==> src/hdl/rcst_pkg.sv <==
`default_nettype none
package rcst_pkg;

   localparam int SLOT_COUNT_DEF = 4;

   localparam int DEV_W   = 16;
   localparam int BOOT_W  = 16;
   localparam int MSG_W   = 16;
   localparam int TRIES_W = 4;
   localparam int STAT_W  = 3;

   localparam logic [BOOT_W-1:0]  BOOT_NONE    = 16'hFFFF;
   localparam logic [TRIES_W-1:0] BUDGET_RESET = 4'd4;

   localparam logic ACT_QUEUE = 1'b0;
   localparam logic ACT_TAKE  = 1'b1;

   localparam logic [STAT_W-1:0] STAT_QUEUED    = 3'd0;
   localparam logic [STAT_W-1:0] STAT_FULL      = 3'd1;
   localparam logic [STAT_W-1:0] STAT_DELIVERED = 3'd2;
   localparam logic [STAT_W-1:0] STAT_NONE      = 3'd3;
   localparam logic [STAT_W-1:0] STAT_REBOOTED  = 3'd4;

   // Commands from the controller to the datapath.
   typedef struct packed {
      logic capture;   // latch the accepted request
      logic lookup;    // register the slot search results
      logic apply;     // update the table and load the response register
   } cmd_type;

endpackage
`default_nettype wire

==> src/hdl/rcst_ctrl.sv <==
`default_nettype none
module rcst_ctrl (
   input  wire logic             clock,
   input  wire logic             reset,
   input  wire logic             req_valid,
   output      logic             req_ready,
   output      logic             rsp_valid,
   input  wire logic             rsp_ready,
   output      rcst_pkg::cmd_type cmd
);

   localparam logic [1:0] ST_IDLE  = 2'd0;
   localparam logic [1:0] ST_LOOK  = 2'd1;
   localparam logic [1:0] ST_APPLY = 2'd2;

   logic [1:0] state_ff, state_in;
   logic       rsp_valid_ff, rsp_valid_in;
   logic       out_free;

   assign req_ready = (state_ff == ST_IDLE);
   assign rsp_valid = rsp_valid_ff;
   assign out_free  = !rsp_valid_ff || rsp_ready;

   always_comb begin
      state_in    = state_ff;
      cmd.capture = 1'b0;
      cmd.lookup  = 1'b0;
      cmd.apply   = 1'b0;
      case (state_ff)
         ST_IDLE: begin
            if (req_valid) begin
               cmd.capture = 1'b1;
               state_in    = ST_LOOK;
            end
         end
         ST_LOOK: begin
            cmd.lookup = 1'b1;
            state_in   = ST_APPLY;
         end
         ST_APPLY: begin
            if (out_free) begin
               cmd.apply = 1'b1;
               state_in  = ST_IDLE;
            end
         end
         default: begin
            state_in = ST_IDLE;
         end
      endcase
   end

   always_comb begin
      if (cmd.apply) begin
         rsp_valid_in = 1'b1;
      end else if (rsp_ready) begin
         rsp_valid_in = 1'b0;
      end else begin
         rsp_valid_in = rsp_valid_ff;
      end
   end

   always_ff @(posedge clock) begin
      if (reset) begin
         state_ff     <= ST_IDLE;
         rsp_valid_ff <= 1'b0;
      end else begin
         state_ff     <= state_in;
         rsp_valid_ff <= rsp_valid_in;
      end
   end

   // The response register is never overwritten while it still holds an untaken response.
   a_no_overwrite: assert property (@(posedge clock) disable iff (reset)
      cmd.apply |-> (!rsp_valid_ff || rsp_ready))
      else $error("response register overwritten");

   // An accepted request is always followed by the lookup cycle.
   a_accept_then_look: assert property (@(posedge clock) disable iff (reset)
      (req_valid && req_ready) |=> cmd.lookup)
      else $error("lookup did not follow accept");

   // Finishing an operation always presents a response on the next cycle.
   a_apply_then_valid: assert property (@(posedge clock) disable iff (reset)
      cmd.apply |=> rsp_valid)
      else $error("response missing after apply");

   // At most one command is issued per cycle.
   a_one_cmd: assert property (@(posedge clock) disable iff (reset)
      $onehot0({cmd.capture, cmd.lookup, cmd.apply}))
      else $error("overlapping commands");

endmodule
`default_nettype wire

==> src/hdl/rcst_datapath.sv <==
`default_nettype none
module rcst_datapath #(
   parameter int SLOT_COUNT = rcst_pkg::SLOT_COUNT_DEF
) (
   input  wire logic                         clock,
   input  wire logic                         reset,
   input  wire rcst_pkg::cmd_type            cmd,
   input  wire logic                         csr_wr_en,
   input  wire logic [rcst_pkg::TRIES_W-1:0] csr_wr_data,
   input  wire logic                         req_action,
   input  wire logic [rcst_pkg::DEV_W-1:0]   req_device_id,
   input  wire logic [rcst_pkg::BOOT_W-1:0]  req_boot_count,
   input  wire logic [rcst_pkg::MSG_W-1:0]   req_message_handle,
   output      logic [rcst_pkg::STAT_W-1:0]  rsp_status,
   output      logic [rcst_pkg::MSG_W-1:0]   rsp_message_out,
   output      logic [rcst_pkg::TRIES_W-1:0] rsp_tries_remaining
);

   localparam int IDX_W = (SLOT_COUNT > 1) ? $clog2(SLOT_COUNT) : 1;

   // Configuration.
   logic [rcst_pkg::TRIES_W-1:0] budget_ff;

   // Slot table; only the active bits need a reset.
   logic [SLOT_COUNT-1:0]        slot_active_ff;
   logic [rcst_pkg::DEV_W-1:0]   slot_device_ff     [SLOT_COUNT];
   logic [rcst_pkg::MSG_W-1:0]   slot_message_ff    [SLOT_COUNT];
   logic [rcst_pkg::TRIES_W-1:0] slot_tries_ff      [SLOT_COUNT];
   logic [rcst_pkg::BOOT_W-1:0]  slot_boot_start_ff [SLOT_COUNT];

   // Captured request.
   logic                         cap_action_ff;
   logic [rcst_pkg::DEV_W-1:0]   cap_device_ff;
   logic [rcst_pkg::BOOT_W-1:0]  cap_boot_ff;
   logic [rcst_pkg::MSG_W-1:0]   cap_message_ff;

   // Search results.
   logic             hit_found_ff, hit_found_in;
   logic [IDX_W-1:0] hit_idx_ff, hit_idx_in;
   logic             free_found_ff, free_found_in;
   logic [IDX_W-1:0] free_idx_ff, free_idx_in;

   // Response register.
   logic [rcst_pkg::STAT_W-1:0]  rsp_status_ff, rsp_status_in;
   logic [rcst_pkg::MSG_W-1:0]   rsp_message_ff, rsp_message_in;
   logic [rcst_pkg::TRIES_W-1:0] rsp_tries_ff, rsp_tries_in;

   // Update of the selected slot.
   logic [IDX_W-1:0]             sel;
   logic                         wr_en;
   logic                         new_active;
   logic [rcst_pkg::MSG_W-1:0]   new_message;
   logic [rcst_pkg::TRIES_W-1:0] new_tries;
   logic [rcst_pkg::BOOT_W-1:0]  new_boot;
   logic [rcst_pkg::MSG_W-1:0]   rd_message;
   logic [rcst_pkg::TRIES_W-1:0] rd_tries;
   logic [rcst_pkg::BOOT_W-1:0]  rd_boot;
   logic [rcst_pkg::TRIES_W-1:0] dec_tries;

   assign rsp_status          = rsp_status_ff;
   assign rsp_message_out     = rsp_message_ff;
   assign rsp_tries_remaining = rsp_tries_ff;

   // Lowest-numbered match wins: scan downward so the lowest index is written last.
   always_comb begin
      hit_found_in  = 1'b0;
      hit_idx_in    = '0;
      free_found_in = 1'b0;
      free_idx_in   = '0;
      for (int i = SLOT_COUNT - 1; i >= 0; i--) begin
         if (slot_active_ff[i] && (slot_device_ff[i] == cap_device_ff)) begin
            hit_found_in = 1'b1;
            hit_idx_in   = IDX_W'(i);
         end
         if (!slot_active_ff[i]) begin
            free_found_in = 1'b1;
            free_idx_in   = IDX_W'(i);
         end
      end
   end

   assign sel = ((cap_action_ff == rcst_pkg::ACT_QUEUE) && !hit_found_ff) ?
                free_idx_ff : hit_idx_ff;

   assign rd_message = slot_message_ff[sel];
   assign rd_tries   = slot_tries_ff[sel];
   assign rd_boot    = slot_boot_start_ff[sel];
   assign dec_tries  = (rd_tries != '0) ? (rd_tries - 1'b1) : '0;

   always_comb begin
      wr_en          = 1'b0;
      new_active     = 1'b0;
      new_message    = rd_message;
      new_tries      = rd_tries;
      new_boot       = rd_boot;
      rsp_status_in  = rcst_pkg::STAT_NONE;
      rsp_message_in = '0;
      rsp_tries_in   = '0;
      if (cap_action_ff == rcst_pkg::ACT_QUEUE) begin
         if (hit_found_ff || free_found_ff) begin
            wr_en         = 1'b1;
            new_active    = 1'b1;
            new_message   = cap_message_ff;
            new_tries     = budget_ff;
            new_boot      = rcst_pkg::BOOT_NONE;
            rsp_status_in = rcst_pkg::STAT_QUEUED;
            rsp_tries_in  = budget_ff;
         end else begin
            rsp_status_in = rcst_pkg::STAT_FULL;
         end
      end else if (hit_found_ff) begin
         wr_en = 1'b1;
         if ((rd_boot != rcst_pkg::BOOT_NONE) && (cap_boot_ff != rd_boot)) begin
            // Device rebooted since first delivery: drop the command.
            new_active    = 1'b0;
            rsp_status_in = rcst_pkg::STAT_REBOOTED;
         end else begin
            if (rd_boot == rcst_pkg::BOOT_NONE) begin
               new_boot = cap_boot_ff;
            end
            new_tries      = dec_tries;
            new_active     = (dec_tries != '0);
            rsp_status_in  = rcst_pkg::STAT_DELIVERED;
            rsp_message_in = rd_message;
            rsp_tries_in   = dec_tries;
         end
      end
   end

   always_ff @(posedge clock) begin
      if (reset) begin
         budget_ff      <= rcst_pkg::BUDGET_RESET;
         slot_active_ff <= '0;
      end else begin
         if (csr_wr_en) begin
            budget_ff <= csr_wr_data;
         end
         if (cmd.apply && wr_en) begin
            slot_active_ff[sel] <= new_active;
         end
      end
   end

   always_ff @(posedge clock) begin
      if (cmd.capture) begin
         cap_action_ff  <= req_action;
         cap_device_ff  <= req_device_id;
         cap_boot_ff    <= req_boot_count;
         cap_message_ff <= req_message_handle;
      end
      if (cmd.lookup) begin
         hit_found_ff  <= hit_found_in;
         hit_idx_ff    <= hit_idx_in;
         free_found_ff <= free_found_in;
         free_idx_ff   <= free_idx_in;
      end
      if (cmd.apply) begin
         rsp_status_ff  <= rsp_status_in;
         rsp_message_ff <= rsp_message_in;
         rsp_tries_ff   <= rsp_tries_in;
         if (wr_en) begin
            slot_device_ff[sel]     <= cap_device_ff;
            slot_message_ff[sel]    <= new_message;
            slot_tries_ff[sel]      <= new_tries;
            slot_boot_start_ff[sel] <= new_boot;
         end
      end
   end

   // A queued response always reports the budget in force when the slot was filled.
   a_queue_tries: assert property (@(posedge clock) disable iff (reset)
      (cmd.apply && (rsp_status_in == rcst_pkg::STAT_QUEUED)) |=>
         (rsp_tries_ff == $past(budget_ff)))
      else $error("queued tries differ from budget");

   // Only deliveries carry a message handle.
   a_msg_zero: assert property (@(posedge clock) disable iff (reset)
      (cmd.apply && (rsp_status_in != rcst_pkg::STAT_DELIVERED)) |-> (rsp_message_in == '0))
      else $error("message on non-delivery");

   // A take never touches a slot it did not find.
   a_take_hit: assert property (@(posedge clock) disable iff (reset)
      (cmd.apply && wr_en && (cap_action_ff == rcst_pkg::ACT_TAKE)) |-> hit_found_ff)
      else $error("take wrote without a hit");

endmodule
`default_nettype wire

==> src/hdl/retry_command_slot_table_top.sv <==
`default_nettype none
// Channel   Direction  Handshake             Payload
// request   in         req_valid/req_ready   req_action, req_device_id, req_boot_count,
//                                            req_message_handle
// response  out        rsp_valid/rsp_ready   rsp_status, rsp_message_out,
//                                            rsp_tries_remaining
// csr       in         csr_wr_en             csr_wr_data (retry budget, 4 bits)
//
// Each request passes through three steps from acceptance to a loaded response: it is
// captured, all slots are searched in parallel, and the chosen slot is updated.
// The controller handles one request at a time, so it accepts no new request until the
// previous one has finished its update step, which holds while the response is untaken.
// A new request is accepted while the previous response still waits in its register;
// the update cycle holds until that register is free.
// Reset is synchronous and active high; it frees every slot and sets the budget to 4.
module retry_command_slot_table_top #(
   parameter int SLOT_COUNT = rcst_pkg::SLOT_COUNT_DEF
) (
   input  wire logic                         clock,
   input  wire logic                         reset,
   input  wire logic                         req_valid,
   output      logic                         req_ready,
   input  wire logic                         req_action,
   input  wire logic [rcst_pkg::DEV_W-1:0]   req_device_id,
   input  wire logic [rcst_pkg::BOOT_W-1:0]  req_boot_count,
   input  wire logic [rcst_pkg::MSG_W-1:0]   req_message_handle,
   output      logic                         rsp_valid,
   input  wire logic                         rsp_ready,
   output      logic [rcst_pkg::STAT_W-1:0]  rsp_status,
   output      logic [rcst_pkg::MSG_W-1:0]   rsp_message_out,
   output      logic [rcst_pkg::TRIES_W-1:0] rsp_tries_remaining,
   input  wire logic                         csr_wr_en,
   input  wire logic [rcst_pkg::TRIES_W-1:0] csr_wr_data
);

   // Command bundle from the sequencer to the slot table datapath.
   rcst_pkg::cmd_type cmd;

   // The controller sequences capture, search and update, and owns the response valid.
   rcst_ctrl u_ctrl (
      .clock     (clock),
      .reset     (reset),
      .req_valid (req_valid),
      .req_ready (req_ready),
      .rsp_valid (rsp_valid),
      .rsp_ready (rsp_ready),
      .cmd       (cmd)
   );

   // The datapath holds the slot table, the retry budget and the response register.
   rcst_datapath #(
      .SLOT_COUNT (SLOT_COUNT)
   ) u_datapath (
      .clock               (clock),
      .reset               (reset),
      .cmd                 (cmd),
      .csr_wr_en           (csr_wr_en),
      .csr_wr_data         (csr_wr_data),
      .req_action          (req_action),
      .req_device_id       (req_device_id),
      .req_boot_count      (req_boot_count),
      .req_message_handle  (req_message_handle),
      .rsp_status          (rsp_status),
      .rsp_message_out     (rsp_message_out),
      .rsp_tries_remaining (rsp_tries_remaining)
   );

endmodule
`default_nettype wire
==> config.mk <==
export PLATFORM = sky130hd
export DESIGN_NAME = retry_command_slot_table_top
export DESIGN_NICKNAME = d
export VERILOG_FILES = /design/src/hdl/rcst_pkg.sv /design/src/hdl/rcst_ctrl.sv /design/src/hdl/rcst_datapath.sv /design/src/hdl/retry_command_slot_table_top.sv
export SDC_FILE = /design/constraint.sdc
export NUM_CORES = 1
export LEC_CHECK = 0
export BUFFER_PORTS_ARGS = -buffer_cell sky130_fd_sc_hd__buf_4
export CORE_ASPECT_RATIO = 1.25
export CORE_MARGIN = 5
export CORE_UTILIZATION = 55
export CTS_BUF_LIST = sky130_fd_sc_hd__clkbuf_8
export DETAILED_ROUTE_END_ITERATION = 10
export PLACE_DENSITY_LB_ADDON = 0.3
export SLEW_MARGIN = 15
export SYNTH_ARGS = -nofsm -noshare
export SYNTH_HDL_FRONTEND = slang
export SYNTH_SLANG_ARGS = --single-unit
==> constraint.sdc <==
create_clock -name clock -period 9.6 [get_ports clock]
set_clock_uncertainty 0.15 [all_clocks]
set_input_delay 2.88 -clock clock [delete_from_list [all_inputs] [get_ports clock]]
set_output_delay 2.88 -clock clock [all_outputs]
set_load 0.01 [all_outputs]
==> impl_summary.log <==
INFO  metric timing.hold.worst.class = reg2reg
INFO  metric synthTopCellsByArea = edfxtp_1 (67%), xnor2_1 (3.8%), mux4_2 (3.2%)
INFO  metric max_freq = 187.4 MHz
INFO  metric synthToLayoutAreaGrowth = 14.11%
INFO  metric post_cts.repair.setup_buffers = 0
INFO  metric syn-num-nets = 951
INFO  metric path_max_fanout = 27
INFO  metric required = 9740 ps
INFO  metric fin_nets = 1045
INFO  metric clk_transition_reported_paths = 60 ps
INFO  metric layout.cells.non_filler = 1312
INFO  metric clkPwrFrac = 38.6%
INFO  metric initial_utilization = 55.74%
INFO  metric postCtsHoldBufs = 0
INFO  metric grt_pass1_wl = 43.26 mm
INFO  metric synth.avg_cell_area = 14.30 um2
INFO  metric chipHeight = 180.3 um
INFO  metric final.setup.tns = 0 ps
INFO  metric cts_tree = built
INFO  metric port_buffers = 82
INFO  metric cell_internal_power_dissipation = 2.101 mW
INFO  metric viasPerCell = 6.059
INFO  metric dpl.cell_count = 1226
INFO  metric postRouteAntennaNets = 0
INFO  metric clock_tree.buffer_depth = 3
INFO  metric cts.root.buffer_cell = clkbuf_8
INFO  metric full_die_area = 26350 um2
INFO  metric yosysSeqAreaShare = 69.06%
INFO  metric synth.yosys.warnings = 0
INFO  metric vdd.ir_drop.worst = 0.1410 mV
INFO  metric post_synth_inst_count = 892
INFO  metric routed_wirelength_normalized_by_instance_count = 20.79 um
INFO  metric number_of_h_tree_branching_levels = 2
INFO  metric detailed_place_hpwl = 17.35 mm
INFO  metric drt-total-wl = 27.28 mm
INFO  metric detailed_route_via_count = 7949
INFO  metric status = finished clean
INFO  metric final.min_clock_period = 5335 ps
INFO  metric final_layout_size_suffix_gt1_share = 18.55%
INFO  metric postSynthRegisterBits = 297
INFO  metric synthMostInstantiatedCell = edfxtp_1
INFO  metric cts-resized-gates = 0
INFO  metric grt_setup_unrepaired = no
INFO  metric setup.worst_path.end_class = flip-flop
INFO  metric top_area_cell_type_share_of_the_netlist_area = 67.33%
INFO  metric worst_setup_path_start_kind = flip-flop
INFO  metric drt_first_pass_iters = 5
INFO  metric finalCritPeriodShare = 55.58%
INFO  metric placedInstanceArea = 13630 um2
INFO  metric insertedDiodeCount = 0
INFO  metric p_sw = 0.5945 mW
INFO  metric gr-usage-all-layers = 20.59%
INFO  metric finalPower = 2.696 mW
INFO  metric setup_violations = 0
INFO  metric initialDrtViolationCount = 704
INFO  metric first_global_vias = 8170
INFO  metric sequentialPowerShare = 55.0%
INFO  metric finalWeightedCongestion = 0.9360
INFO  metric power.combinational.fraction = 6.5%
INFO  metric synth_enable_flop_cells = 286
INFO  metric worstPathArrival = 5480 ps
INFO  metric drc_errors_left = 0
INFO  metric sw_frac_of_total = 22.05%
INFO  metric synthesis.area = 12750 um2
INFO  metric globalRoute.totalOverflow = 0
INFO  metric timing.slew.headroom = 31.17%
INFO  metric synth_ff_type = edfxtp_1
INFO  metric cellLeakagePower = 5.068 nW
INFO  metric maxSlewViolCount = 0
INFO  metric core.rowCount = 62
INFO  metric grt_max_degree = 48
INFO  metric worst_slew_pin_slew = 1032 ps
INFO  metric design_area = 14550 um2
INFO  metric async_reset_ff_share = 0%
INFO  metric number_of_endpoints_with_negative_hold_slack_in_the_final_report = 0
INFO  metric clk-insertion-delay-late = 550 ps
INFO  metric pwr_density_cell = 185.2 nW/um2
INFO  metric number_of_clock_sinks = 297
INFO  metric cap_violations = 0
INFO  metric critical_path_class = reg2reg
INFO  metric yosys-top-cells-count = edfxtp_1 (286), nand2_1 (86), xnor2_1 (56)
INFO  metric die_width = 146.2 um
INFO  metric core_area = 22880 um2
INFO  metric antenna_found_initial = 0
INFO  metric design.portCount = 83
INFO  metric synth_largest_area_cell = edfxtp_1
INFO  metric cts_inserted_buffers = 46
INFO  metric synth.lib_cells_used.distinct = 66
==> worst max-delay path, stage by stage, from the launching register on <==
cell and delay [ps]:
edfxtp_1 630, or3b_1 780, nand2_1 830, nor4b_1 570, a2111oi_0 170, a2111oi_0 580, and4_1 510, o21ai_2 370
a221o_1 480
==> flip-flops by register name, summed over array words and instances, names as in the netlist, 2 cells and up <==
signal and cells:
u_datapath.slot_boot_start_ff 64, u_datapath.free_idx_ff 2, u_datapath.rsp_tries_remaining 4, u_datapath.rsp_status 3, u_datapath.cap_message_ff 16, u_datapath.rsp_message_out 16, u_datapath.hit_idx_ff 2, u_datapath.slot_tries_ff 16
u_datapath.slot_message_ff 64, u_ctrl.state_ff 2, u_datapath.budget_ff 4, u_datapath.cap_device_ff 16, u_datapath.cap_boot_ff 16, u_datapath.slot_active_ff 4, u_datapath.slot_device_ff 64
==> final cells by class <==
type	count	area [um2]
Tap cell	288	360.3
Multi-Input combinational cell	539	3715
Timing Repair Buffer	97	728.2
Sequential cell	297	8808
Inverter	5	18.77
Clock inverter	38	262.8
Clock buffer	48	660.6
Fill cell	1716	8330
==> cell usage in the layout (no fill, tap or decap), types with 5 or more instances in the layout <==
master       n
a2111oi_0   12
o211a_1      5
o21ai_0     44
nor3_1       5
o2111a_1     6
nor2b_1     21
nor4_1      13
and4b_1      8
and3_1      18
mux4_2      18
buf_4       97
a21o_1       5
nor2_1      32
nand2_1     86
xor2_1       8
a21boi_0     8
xnor2_1     56
edfxtp_1   286
inv_1       24
o211ai_1     8
nand3_1     47
mux2i_1     12
dfxtp_1     11
a22o_1       5
nand4_1     18
or3_1        5
a21oi_1     30
clkinv_1    12
clkbuf_8    48
==> stage by stage <==
stage / setup slack [ps] / util [%] / hold slack (ps)
2_1_floorplan: 864.6 / - / 301.5
3_3_place_gp: 4385 / 59.56 / 323.6
3_5_place_dp: 4279 / 59.56 / 331.4
4_1_cts: 4278 / 63.60 / 347.0
5_1_grt: 3884 / 63.60 / 393.1
6_report: 4265 / 63.60 / 346.4
==> worst paths after layout <==
kind,endpoint,cells after the start,slack (ps),from
setup reg to reg,u_datapath.slot_tries_ff[2][0]$_DFFE_PP_,8,4260,u_datapath.cap_action_ff$_DFFE_PP_
hold reg to reg,u_datapath.budget_ff[1]$_SDFFE_PP0P_,2,350,u_datapath.budget_ff[1]$_SDFFE_PP0P_
hold / removal,u_datapath.budget_ff[1]$_SDFFE_PP0P_,2,350,u_datapath.budget_ff[1]$_SDFFE_PP0P_
setup / recovery,u_datapath.slot_tries_ff[2][0]$_DFFE_PP_,8,4260,u_datapath.cap_action_ff$_DFFE_PP_
==> power groups by stage <==
stage	Clock, mW	Sequential, mW	Combinational (mW)
after CTS	1.06	1.48	0.175
after floorplan	0	1.50	0.120
after global routing	1.13	1.48	0.192
after detailed placement	0	1.51	0.174
after global placement	0	1.51	0.170
final	1.04	1.48	0.175
==> layer usage <==
| layer | up-vias | track usage, % | share of wire (%) |
|---|---|---|---|
| met5 | - | 0 | 0 |
| met4 | 0 | 9.074 | 3.9 |
| met3 | 76 | 4.151 | 5.9 |
| met2 | 293 | 35.76 | 51 |
| met1 | 3916 | 24.95 | 39 |
| li1 | 3664 | - | - |
==> cells by family (layout without fill, tap and decap cells) <==
| group | after synthesis | count (layout) | share of synthesized area, % |
|---|---|---|---|
| flops | 297 | 297 | 69.06 |
| mux | 31 | 31 | 4.208 |
| buf+inv | 56 | 188 | 2.119 |
| compound gates | 157 | 157 | 8.329 |
| simple gates | 285 | 285 | 11.71 |
| fa+ha+maj | 2 | 2 | 0.1766 |
| xor+xnor | 64 | 64 | 4.395 |
No activity file was read; power rests on OpenSTA's default activity.
